--- src/hw/rtl/afd_pkg.sv ---
package afd_pkg;

    localparam int unsigned BUF_BYTES_DEF = 128;

    localparam logic [7:0] DELIM    = 8'h7E;
    localparam logic [7:0] SUM_GOOD = 8'hFF;

    localparam int unsigned DATA_W   = 8;
    localparam int unsigned INDEX_W  = 7;
    localparam int unsigned LENGTH_W = 16;
    localparam int unsigned STATUS_W = 3;

    typedef enum logic [STATUS_W-1:0] {
        ST_NONE = 3'd0,
        ST_BODY = 3'd1,
        ST_GOOD = 3'd2,
        ST_BAD  = 3'd3,
        ST_OVER = 3'd4
    } t_status;

    typedef enum logic [1:0] {
        PH_HUNT,
        PH_LEN_HI,
        PH_LEN_LO,
        PH_BODY
    } t_phase;

endpackage

--- src/hw/rtl/api_frame_deframer.sv ---
// Length-prefixed frame deframer with 8-bit additive checksum.
// The result beat of an accepted rx beat appears in the output register in the next cycle.
// Throughput: 1 rx beat per cycle unless a held result waits; the output register lets
// a new beat in while the held result is taken in the same cycle.
// Reset: synchronous, active low; clears the phase to hunting and empties the
// output register.
module api_frame_deframer #(
    parameter int unsigned BUF_BYTES = afd_pkg::BUF_BYTES_DEF
) (
    input  logic                          i_clk,
    input  logic                          i_rst_n,
    input  logic                          i_rx_valid,
    output logic                          o_rx_ready,
    input  logic [afd_pkg::DATA_W-1:0]    i_rx_byte,
    output logic                          o_res_valid,
    input  logic                          i_res_ready,
    output logic [afd_pkg::STATUS_W-1:0]  o_status,
    output logic [afd_pkg::DATA_W-1:0]    o_data_byte,
    output logic [afd_pkg::INDEX_W-1:0]   o_byte_index,
    output logic [afd_pkg::LENGTH_W-1:0]  o_frame_length
);

    localparam int unsigned IDX_W = $clog2(BUF_BYTES + 1);

    afd_pkg::t_phase                  r_phase, n_phase;
    logic [afd_pkg::DATA_W-1:0]       r_len_hi, n_len_hi;
    logic [afd_pkg::LENGTH_W-1:0]     r_len, n_len;
    logic [afd_pkg::DATA_W-1:0]       r_sum, n_sum;
    logic [IDX_W-1:0]                 r_idx, n_idx;

    logic                             r_valid;
    afd_pkg::t_status                 r_status, n_status;
    logic [afd_pkg::DATA_W-1:0]       r_data, n_data;
    logic [afd_pkg::INDEX_W-1:0]      r_index, n_index;
    logic [afd_pkg::LENGTH_W-1:0]     r_flen, n_flen;

    logic                             rx_acc;

    assign o_rx_ready = !r_valid || i_res_ready;
    assign rx_acc     = i_rx_valid && o_rx_ready;

    always_ff @(posedge i_clk) begin
        if (!i_rst_n) begin
            r_phase <= afd_pkg::PH_HUNT;
        end else if (rx_acc) begin
            r_phase <= n_phase;
        end
    end

    always_comb begin
        n_phase  = r_phase;
        n_len_hi = r_len_hi;
        n_len    = r_len;
        n_sum    = r_sum;
        n_idx    = r_idx;
        n_status = afd_pkg::ST_NONE;
        n_data   = '0;
        n_index  = '0;
        n_flen   = '0;
        unique case (r_phase)
            afd_pkg::PH_HUNT: begin
                if (i_rx_byte == afd_pkg::DELIM) begin
                    n_phase = afd_pkg::PH_LEN_HI;
                end
            end
            afd_pkg::PH_LEN_HI: begin
                n_len_hi = i_rx_byte;
                n_phase  = afd_pkg::PH_LEN_LO;
            end
            afd_pkg::PH_LEN_LO: begin
                n_len   = {r_len_hi, i_rx_byte};
                n_sum   = '0;
                n_idx   = '0;
                n_phase = afd_pkg::PH_BODY;
            end
            afd_pkg::PH_BODY: begin
                n_flen = r_len;
                if (r_idx == IDX_W'(BUF_BYTES)) begin
                    // drop the byte past the buffer end
                    n_status = afd_pkg::ST_OVER;
                    n_phase  = afd_pkg::PH_HUNT;
                end else begin
                    n_sum   = r_sum + i_rx_byte;
                    n_data  = i_rx_byte;
                    n_index = afd_pkg::INDEX_W'(r_idx);
                    if (afd_pkg::LENGTH_W'(r_idx) == r_len) begin
                        n_status = (n_sum == afd_pkg::SUM_GOOD) ? afd_pkg::ST_GOOD
                                                                : afd_pkg::ST_BAD;
                        n_phase  = afd_pkg::PH_HUNT;
                    end else begin
                        n_status = afd_pkg::ST_BODY;
                        n_idx    = r_idx + 1'b1;
                    end
                end
            end
            default: begin
                n_phase = afd_pkg::PH_HUNT;
            end
        endcase
    end

    always_ff @(posedge i_clk) begin
        if (rx_acc) begin
            r_len_hi <= n_len_hi;
            r_len    <= n_len;
            r_sum    <= n_sum;
            r_idx    <= n_idx;
            r_status <= n_status;
            r_data   <= n_data;
            r_index  <= n_index;
            r_flen   <= n_flen;
        end
    end

    always_ff @(posedge i_clk) begin
        if (!i_rst_n) begin
            r_valid <= 1'b0;
        end else if (rx_acc) begin
            r_valid <= 1'b1;
        end else if (i_res_ready) begin
            r_valid <= 1'b0;
        end
    end

    assign o_res_valid    = r_valid;
    assign o_status       = r_status;
    assign o_data_byte    = r_data;
    assign o_byte_index   = r_index;
    assign o_frame_length = r_flen;

endmodule

--- config.mk ---
export PLATFORM = sky130hd
export DESIGN_NAME = api_frame_deframer
export DESIGN_NICKNAME = d
export VERILOG_FILES = /design/src/hw/rtl/afd_pkg.sv /design/src/hw/rtl/api_frame_deframer.sv
export SDC_FILE = /design/constraint.sdc
export NUM_CORES = 1
export LEC_CHECK = 0
export ABC_AREA = 1
export BUFFER_PORTS_ARGS = -buffer_cell sky130_fd_sc_hd__clkbuf_2
export CAP_MARGIN = 20
export CORE_MARGIN = 5
export CORE_UTILIZATION = 43
export DETAILED_ROUTE_END_ITERATION = 12
export HOLD_SLACK_MARGIN = 0.08
export MAX_ROUTING_LAYER = met4
export PLACE_DENSITY = 0.6
export SLEW_MARGIN = 20
export SYNTH_ARGS = -nofsm -noshare
export SYNTH_HDL_FRONTEND = slang
export SYNTH_SLANG_ARGS = --single-unit
export TNS_END_PERCENT = 30
--- constraint.sdc ---
create_clock -name i_clk -period 5.6 [get_ports i_clk]
set_input_delay 0.28 -clock i_clk [delete_from_list [all_inputs] [get_ports i_clk]]
set_output_delay 0.28 -clock i_clk [all_outputs]
set_load 0.005 [all_outputs]
After elaboration in Yosys (flattened, before gate mapping)
Cells that the tools add are included.
- flip-flop bits (word level): 77
- $add $sub $neg: 2
- equal/unequal tests: 11
- muxes and demuxes: 14
- bitwise operators: 2
- reduce and logical (&&, ||, !) cells: 13
- operators with widths (kind ; number):
    $pmux W8 S2 ; 2
    $mux W8 ; 3
    $eq A8 B16 Y1 ; 1
    $eq A8 B8 Y1 const B ; 2
    $add A8 B1 Y8 const B ; 1
    $add A8 B8 Y8 ; 1
    $eq A8 B7 Y1 const B ; 1
    $mux W2 ; 4
    $pmux W2 S4 ; 1
    $ne A2 B2 Y1 const B ; 3
    $reduce_and A3 Y1 ; 2
    $eq A2 B2 Y1 const B ; 2
    $reduce_and A2 Y1 ; 2
    $reduce_and A4 Y1 ; 1
    $reduce_bool A2 Y1 ; 2
    $mux W1 ; 3
    $mux W3 ; 1
    $ne A3 B3 Y1 const B ; 1
    $reduce_or A3 Y1 ; 1
    $eq A2 B1 Y1 const B ; 1
    $logic_not A2 Y1 ; 1
    $not A1 Y1 ; 2
    $reduce_or A2 Y1 ; 1
    $logic_and A1 B1 Y1 ; 1
    2 further kinds ; 2

Longest topological paths before layout
Gate-level depths: netlist (run 1).
- depth after elaboration: 5
- depth in mapped cells: 11
- gate-level depth less buffers: 11

Worst setup path before layout (run 1)
Ideal clock, no wire load.
- path kind: reg-to-reg
- start point: reg r_idx[0]
- end point: reg r_idx[0] (enable)
- library setup time: 324 ps
- arrival time: 1634 ps
- required time: 5276 ps
- path slack: 3642 ps
- cell stages (with the launch flop): 10
- cell sequence: edfxtp_1 -> inv_2 -> ha_1 -> nand3_1 -> nor2_1 -> nand2_1 -> inv_2 -> a211oi_2 -> nand2_1 -> inv_1
- longest elaborated chain between the ends: 3
- elaborated cells between the ends (all ways): 5
- ends and longest elaborated chain (element ; RTL line ; text):
    from (decl) ; api_frame_deframer.sv:29 ; logic [IDX_W-1:0] r_idx, n_idx;
    from (signal assigned) ; api_frame_deframer.sv:107 ; r_idx <= n_idx;
    $eq A8 B16 Y1 / $eq A8 B8 Y1 (equally long branches) ; api_frame_deframer.sv:86, api_frame_deframer.sv:78 ;
    $ne A2 B2 Y1 (no line) ; n/a ;
    $reduce_and A4 Y1 (no line) * ; n/a ;
Every way passes the cells marked *; elsewhere a longest branch is shown, timed or not.
A chain may end at the register's enable or synchronous reset.

Worst setup path in the final report (run 1)
- start point: reg r_phase[0]
- end point: reg r_idx[2] (enable)
- longest elaborated chain between the ends: 3
- elaborated cells between the ends (all ways): 6
- ends and longest elaborated chain (element ; RTL line ; text):
    from (decl) ; api_frame_deframer.sv:25 ; afd_pkg::t_phase r_phase, n_phase;
    from (signal assigned) ; api_frame_deframer.sv:44 ; r_phase <= afd_pkg::PH_HUNT;
    from (signal assigned) ; api_frame_deframer.sv:46 ; r_phase <= n_phase;
    $eq A2 B2 Y1 ; api_frame_deframer.sv:60 ; unique case (r_phase)
    $ne A2 B2 Y1 (no line) / $reduce_bool A2 Y1 (equally long branches) ; n/a ;
    $reduce_and A4 Y1 (no line) * ; n/a ;
Marks and branches as above.

==> flow_summary_export.csv, run 1 <==
group,metric,value,unit
job,max_cap_violations,0,
clocking,post_cts_resized,0,
global_routing,first_pass_grt_wire_length,10500,µm
pwr,cellLeakagePower,1.81,nW
global_routing,global_route.overflow_total,0,
clocking,number_of_buffers_inserted_during_clock_tree_synthesis,9,
worst_setup_path,critPathRequiredTime,5.62,ns
cells_and_area,nNetsFinal,405,
synth,synth.net_count,349,
global_routing,grt_pass1_vias,2191,
min_path,hold_path_class,"primary input to flop",
clocking,htreeDepth,3,
worst_setup_path,worst-endpoint-arrival,2.97,ns
floorplanning,num_rows,32,
sta,period_needed,2.95,ns
placement,gp_routability_congestion,0.843,
pwr,vdd_drop_max,0.000112,V
sta,worstMarginPinSlew,0.907,ns
worst_setup_path,timing.critical_path.from_type,"flop",
cells_and_area,final_common_cell,"sky130_fd_sc_hd__edfxtp_1",
cells_and_area,antenna-diode-count,0,
floorplanning,die_height,100,µm
route,routed-via-count,2259,
sta,final_hold_viol_count,0,
global_routing,grt_use_total,0.143,
synth,yosysSeqAreaShare,0.656,
cells_and_area,most-common-layout-cells,"sky130_fd_sc_hd__edfxtp_1 (74), sky130_fd_sc_hd__nand2_1 (71), sky130_fd_sc_hd__inv_1 (52)",
placement,io_buffer_count,47,
floorplanning,initial_utilization,0.446,
synth,synthesis.instances,322,
synth,ys.warnings.count,0,
route,wl,6500,µm
clocking,cts_hold_buf,0,
clocking,post-cts-setup-buffers,0,
cells_and_area,n_fill_cell,736,
synth,synth.distinct_cells,24,
route,antenna_violating_nets_post_route,0,
clocking,buffers_from_clock_root_to_sink_at_most,2,
sta,normalized_max_slew_margin,0.395,
sta,rsz0062_at_grt,"false",
placement,numPlacedInstances,469,
cells_and_area,syn_to_final_growth,15.4,%
worst_setup_path,worst_path_most_repeated_cell,"sky130_fd_sc_hd__inv_1",
synth,post_synth_instance_area,3480,µm²
clocking,worst_skew_pair_latency,0.35,ns
sta,fin_crit_sh,0.528,
route,wl_per_cell,13.4,µm
worst_setup_path,slowest_stage,"sky130_fd_sc_hd__ha_1",
worst_setup_path,capturing_element_type_of_the_critical_path,"flop",
sta,final.setup.tns,0,ns
clocking,clock_tree_from_tritoncts,"yes",
sta,clock-skew-final,0.00920,ns
synth,synth-seq-cells,77,
route,viasPerCell,4.66,
sta,max_freq,338,MHz
synth,syn_avg_cell_area,10.8,µm²
placement,place_hpwl,4760,µm
route,drt_pass1_iterations,4,
route,dr.first_iter.drc_count,78,
cells_and_area,drive_gt1_frac,0.206,
worst_setup_path,critPathMaxFanout,27,
worst_setup_path,worstSetupPathType,"flop to flop",
pwr,power_density,269,nW/µm²
clocking,cts.root.buffer_cell,"sky130_fd_sc_hd__clkbuf_8",
floorplanning,num_io_pins,48,
clocking,clkSlewWorstSetupHoldPaths,0.08,ns
global_routing,grt_max_degree,35,
worst_setup_path,timing.critical_path.slowest_cell_delay,0.78,ns
route,post-route-drc-count,0,
floorplanning,die_w,100,µm
floorplanning,fp.dieArea,9990,µm²
clocking,cts.sink_count,77,
global_routing,antenna_violations_before_repair,0,
status,outcome,"finished clean",
sta,drv_slew,0,
worst_setup_path,critical_path.cell_chain,"ha_1, inv_1, a211oi_2, nand2_1, inv_1",
floorplanning,placeableCoreArea,7810,µm²
sta,setup_viol,0,
cells_and_area,layout.cells.non_filler,485,
## cell usage after synthesis (all sizes together)
| master | count | area share |
|---|---|---|
| a211oi | 1 | 0.0036 |
| o21ai | 7 | 0.012 |
| nand4 | 6 | 0.011 |
| buf | 2 | 0.0029 |
| nand2 | 71 | 0.077 |
| xnor2 | 1 | 0.0025 |
| edfxtp | 74 | 0.64 |
| a21boi | 1 | 0.0022 |
| xor2 | 6 | 0.015 |
| inv | 60 | 0.065 |
| dfxtp | 3 | 0.017 |
| o21a | 2 | 0.0043 |
| a21oi | 13 | 0.019 |
| nor2 | 44 | 0.050 |
| nand3 | 12 | 0.019 |
| clkbuf | 2 | 0.0022 |
| nand3b | 2 | 0.0043 |
| ha | 14 | 0.050 |
| fa | 1 | 0.0058 |
## metal layers
| layer | global-route usage | vias to the layer above | wire length, µm |
|---|---|---|---|
| met5 | - | - | 0 |
| met4 | 0.0601 | 0 | 167 |
| met3 | 0.0306 | 12 | 380 |
| met2 | 0.221 | 70 | 2930 |
| met1 | 0.183 | 1012 | 3030 |
| li1 | - | 1165 | - |
## flip-flops by register name (all words and copies together), names as in the netlist
name and cells:
o_res_valid 1, r_sum 8, r_len_hi 8, o_data_byte 8, r_idx 8, o_status 3, o_frame_length 16, r_phase 2
o_byte_index 7, r_len 16
## kinds of logic after synthesis
kind of cell / count (synthesis) / share of synthesized area
adder cells (fa/ha/maj): 15 / 0.0561
AND/OR/NAND/NOR: 135 / 0.160
flip-flops: 77 / 0.656
buffers and inverters: 64 / 0.0697
XOR/XNOR: 7 / 0.0176
AO/OA/AOI/OAI: 24 / 0.0410
## stage by stage
step / setup WS (ns) / power, mW / hold WS (ns) / instance area [µm²] / util
after floorplan: 3.64 / 0.690 / 0.379 / 3480 / -
after global placement: 2.75 / 0.717 / 0.401 / 3840 / 0.492
after detailed placement: 2.67 / 0.718 / 0.405 / 3840 / 0.492
after CTS: 2.61 / 1.09 / 0.159 / 4020 / 0.514
after global routing: 2.29 / 1.12 / 0.168 / 4020 / 0.514
final: 2.65 / 1.08 / 0.164 / 4020 / 0.514
## where the power goes
part / internal, mW / switching, mW
clock: 0.164 / 0.214
sequential: 0.641 / 0.00430
combinational: 0.0218 / 0.0365
total: 0.827 / 0.255
## path summary, 6_finish.rpt
| kind | slack (ns) | to | depth (start not counted) | from |
|---|---|---|---|---|
| min | 0.16 | r_phase[1] | 3 | i_rst_n |
| max | 2.65 | r_idx[2] | 5 | r_phase[0] |
| min reg2reg | 0.42 | r_len[8] | 0 | r_len_hi[0] |
| max reg2reg | 2.65 | r_idx[2] | 5 | r_phase[0] |
## area by class of cell
type | instances | area, µm² | share of cell area
Sequential cell | 77 | 2280 | 0.568
Clock inverter | 6 | 47.5 | 0.0118
Tap cell | 102 | 128 | 0.0318
Clock buffer | 10 | 128 | 0.0318
Timing Repair Buffer | 49 | 250 | 0.0623
Inverter | 60 | 225 | 0.0561
Multi-Input combinational cell | 181 | 956 | 0.238
## worst max-delay path: cells and delay by family, from the launching register on
family                   cells  cell delay, ns
adder cells (fa/ha/maj)      1            0.78
buffers and inverters        2            0.65
flip-flops                   1            0.39
AO/OA/AOI/OAI                1            0.71
AND/OR/NAND/NOR              1            0.10
Note: power is estimated with default switching activity, not from simulation.
==> inputs of run 2 (changes only) <==
Settings changed: PLACE_DENSITY 0.6 to 0.62.
Clock period 5.6 ns to 2.6 ns, I/O delays scaled along.
==> run 2 against run 1 <==
Critical path depth grew 7. Total power rose by 120%. Combinational power up 140%. Flip-flop and latch count unchanged. Final cell count grew 2.5%. Sequential power increased by 120%. Non-clock buffer count grew 12. Hold slack worse by 0.063 ns. Global-route usage rose by 0.28 points. Clock skew is 0.0018 ns higher. Via count up 2.3%. Final area rose by 3.2%. Critical path type is now primary input to flop.
==> flow_summary_export.csv, run 2 (synthesis results as in run 1) <==
group,metric,value,unit
status,outcome,"finished clean",
floorplanning,fp.dieArea,9990,µm²
floorplanning,num_io_pins,48,
global_routing,global_route.overflow_total,0,
worst_setup_path,timing.critical_path.from_type,"primary input",
sta,final.setup.tns,0,ns
cells_and_area,nNetsFinal,417,
pwr,power_density,567,nW/µm²
clocking,worst_skew_pair_latency,0.35,ns
worst_setup_path,capturing_element_type_of_the_critical_path,"flop",
clocking,post_cts_resized,0,
worst_setup_path,critical_path.n_buffers_inverters,2,
global_routing,grt_pass1_vias,2177,
min_path,hold_path_class,"primary input to flop",
route,post-route-drc-count,0,
placement,place_hpwl,4900,µm
pwr,cellLeakagePower,1.87,nW
global_routing,first_pass_grt_wire_length,10800,µm
floorplanning,placeableCoreArea,7810,µm²
sta,normalized_max_slew_margin,0.555,
route,dr.first_iter.drc_count,103,
route,wl_per_cell,13.0,µm
worst_setup_path,slowest_stage,"sky130_fd_sc_hd__dlygate4sd3_1",
sta,fin_crit_sh,0.767,
sta,drv_slew,0,
global_routing,antenna_violations_before_repair,0,
cells_and_area,drive_gt1_frac,0.210,
job,max_cap_violations,0,
pwr,vdd_drop_max,0.000272,V
route,routed-via-count,2310,
cells_and_area,syn_to_final_growth,19.1,%
worst_setup_path,critPathRequiredTime,2.70,ns
placement,gp_routability_congestion,0.885,
sta,max_freq,501,MHz
route,antenna_violating_nets_post_route,0,
worst_setup_path,critical-path-top-delay-family,"buffers and inverters",
floorplanning,die_w,100,µm
sta,setup_viol,0,
clocking,cts.sink_count,77,
pwr,power,2.35,mW
floorplanning,initial_utilization,0.446,
cells_and_area,most-common-layout-cells,"sky130_fd_sc_hd__edfxtp_1 (74), sky130_fd_sc_hd__nand2_1 (71), sky130_fd_sc_hd__inv_1 (52)",
clocking,number_of_buffers_inserted_during_clock_tree_synthesis,9,
global_routing,grt_use_total,0.146,
worst_setup_path,worst-endpoint-arrival,2.10,ns
sta,rsz0062_at_grt,"false",
floorplanning,num_rows,32,
worst_setup_path,critPathMaxFanout,4,
sta,worstMarginPinSlew,0.665,ns
floorplanning,die_height,100,µm
cells_and_area,antenna-diode-count,0,
placement,io_buffer_count,47,
sta,final_hold_viol_count,0,
worst_setup_path,critical_path.cell_chain,"dlygate4sd3_1, clkbuf_2, ha_1, fa_1, nand3_1, nand2_1, nand3_1, nand3_1, nand2_1, nand2_1, nor2_1, nor2_1",
clocking,buffers_from_clock_root_to_sink_at_most,2,
worst_setup_path,timing.critical_path.slowest_cell_delay,0.54,ns
cells_and_area,final_common_cell,"sky130_fd_sc_hd__edfxtp_1",
clocking,clock_tree_from_tritoncts,"yes",
clocking,htreeDepth,3,
route,viasPerCell,4.65,
sta,clock-skew-final,0.0110,ns
worst_setup_path,worstSetupPathType,"primary input to flop",
route,wl,6480,µm
global_routing,grt_max_degree,26,
clocking,clkSlewWorstSetupHoldPaths,0.09,ns
sta,period_needed,2.00,ns
clocking,cts.root.buffer_cell,"sky130_fd_sc_hd__clkbuf_8",
route,drt_pass1_iterations,5,
run 2: changes by cell type in the layout (fill, tap and decap cells not counted):
cell | before | now
sky130_fd_sc_hd__buf_4 | 2 | 4
sky130_fd_sc_hd__inv_6 | 2 | 3
sky130_fd_sc_hd__dlygate4sd3_1 | 0 | 9
sky130_fd_sc_hd__clkbuf_1 | 1 | 0
sky130_fd_sc_hd__buf_12 | 0 | 1
run 2: report_power, final:
| part | leakage [nW] | switching, mW | internal [mW] | total [mW] |
|---|---|---|---|---|
| sequential | 0.750 | 0.00966 | 1.38 | 1.39 |
| clock | 0.0789 | 0.466 | 0.356 | 0.821 |
| combinational | 1.05 | 0.0809 | 0.0590 | 0.140 |
| total | 1.87 | 0.556 | 1.80 | 2.35 |
run 2: path summary, 6_finish.rpt:
| check | slack, ns | cells past startpoint | start | end |
|---|---|---|---|---|
| hold reg to reg | 0.42 | 0 | r_len_hi[6] | r_len[14] |
| setup / recovery | 0.60 | 12 | i_rx_byte[0] | o_status[0] |
| hold / removal | 0.10 | 1 | i_rx_byte[1] | r_len_hi[1] |
| setup reg to reg | 0.71 | 10 | r_sum[0] | o_status[0] |
run 2: what timing repair did:
action,4_1_cts,5_1_grt
hold buffers,8,1
setup buffers,0,0
endpoints found under the hold margin,15,2
setup endpoints to repair,0,0
run 2: metrics by stage:
| stage | setup slack, ns | std cells | util | hold WS [ns] | area [µm²] |
|---|---|---|---|---|---|
| after CTS | 0.632 | 496 | 0.530 | 0.0886 | 4140 |
| after floorplan | 0.642 | 322 | - | 0.229 | 3480 |
| final | 0.605 | 497 | 0.531 | 0.101 | 4150 |
| after global placement | 0.772 | 472 | 0.496 | 0.366 | 3880 |
| after global routing | 0.475 | 497 | 0.531 | 0.0897 | 4150 |
| after detailed placement | 0.730 | 472 | 0.496 | 0.368 | 3880 |
run 2: layout make-up:
| cell class | count | area (µm²) |
|---|---|---|
| clock buffers | 9 | 124 |
| multi-input cells | 181 | 956 |
| well taps | 102 | 128 |
| repair buffers | 61 | 375 |
| flip-flops and latches | 77 | 2280 |
| clock inverters | 7 | 56.3 |
| fillers | 719 | 3660 |
| inverters | 60 | 225 |
run 2: per-layer routing:
metal / GRT usage / wire length [µm] / vias to the layer above / part of all wire
met5: - / 0 / - / 0
met1: 0.186 / 2950 / 1049 / 0.46
met2: 0.223 / 3040 / 65 / 0.47
li1: - / - / 1186 / -
met3: 0.0410 / 379 / 10 / 0.059
met4: 0.0528 / 104 / 0 / 0.016
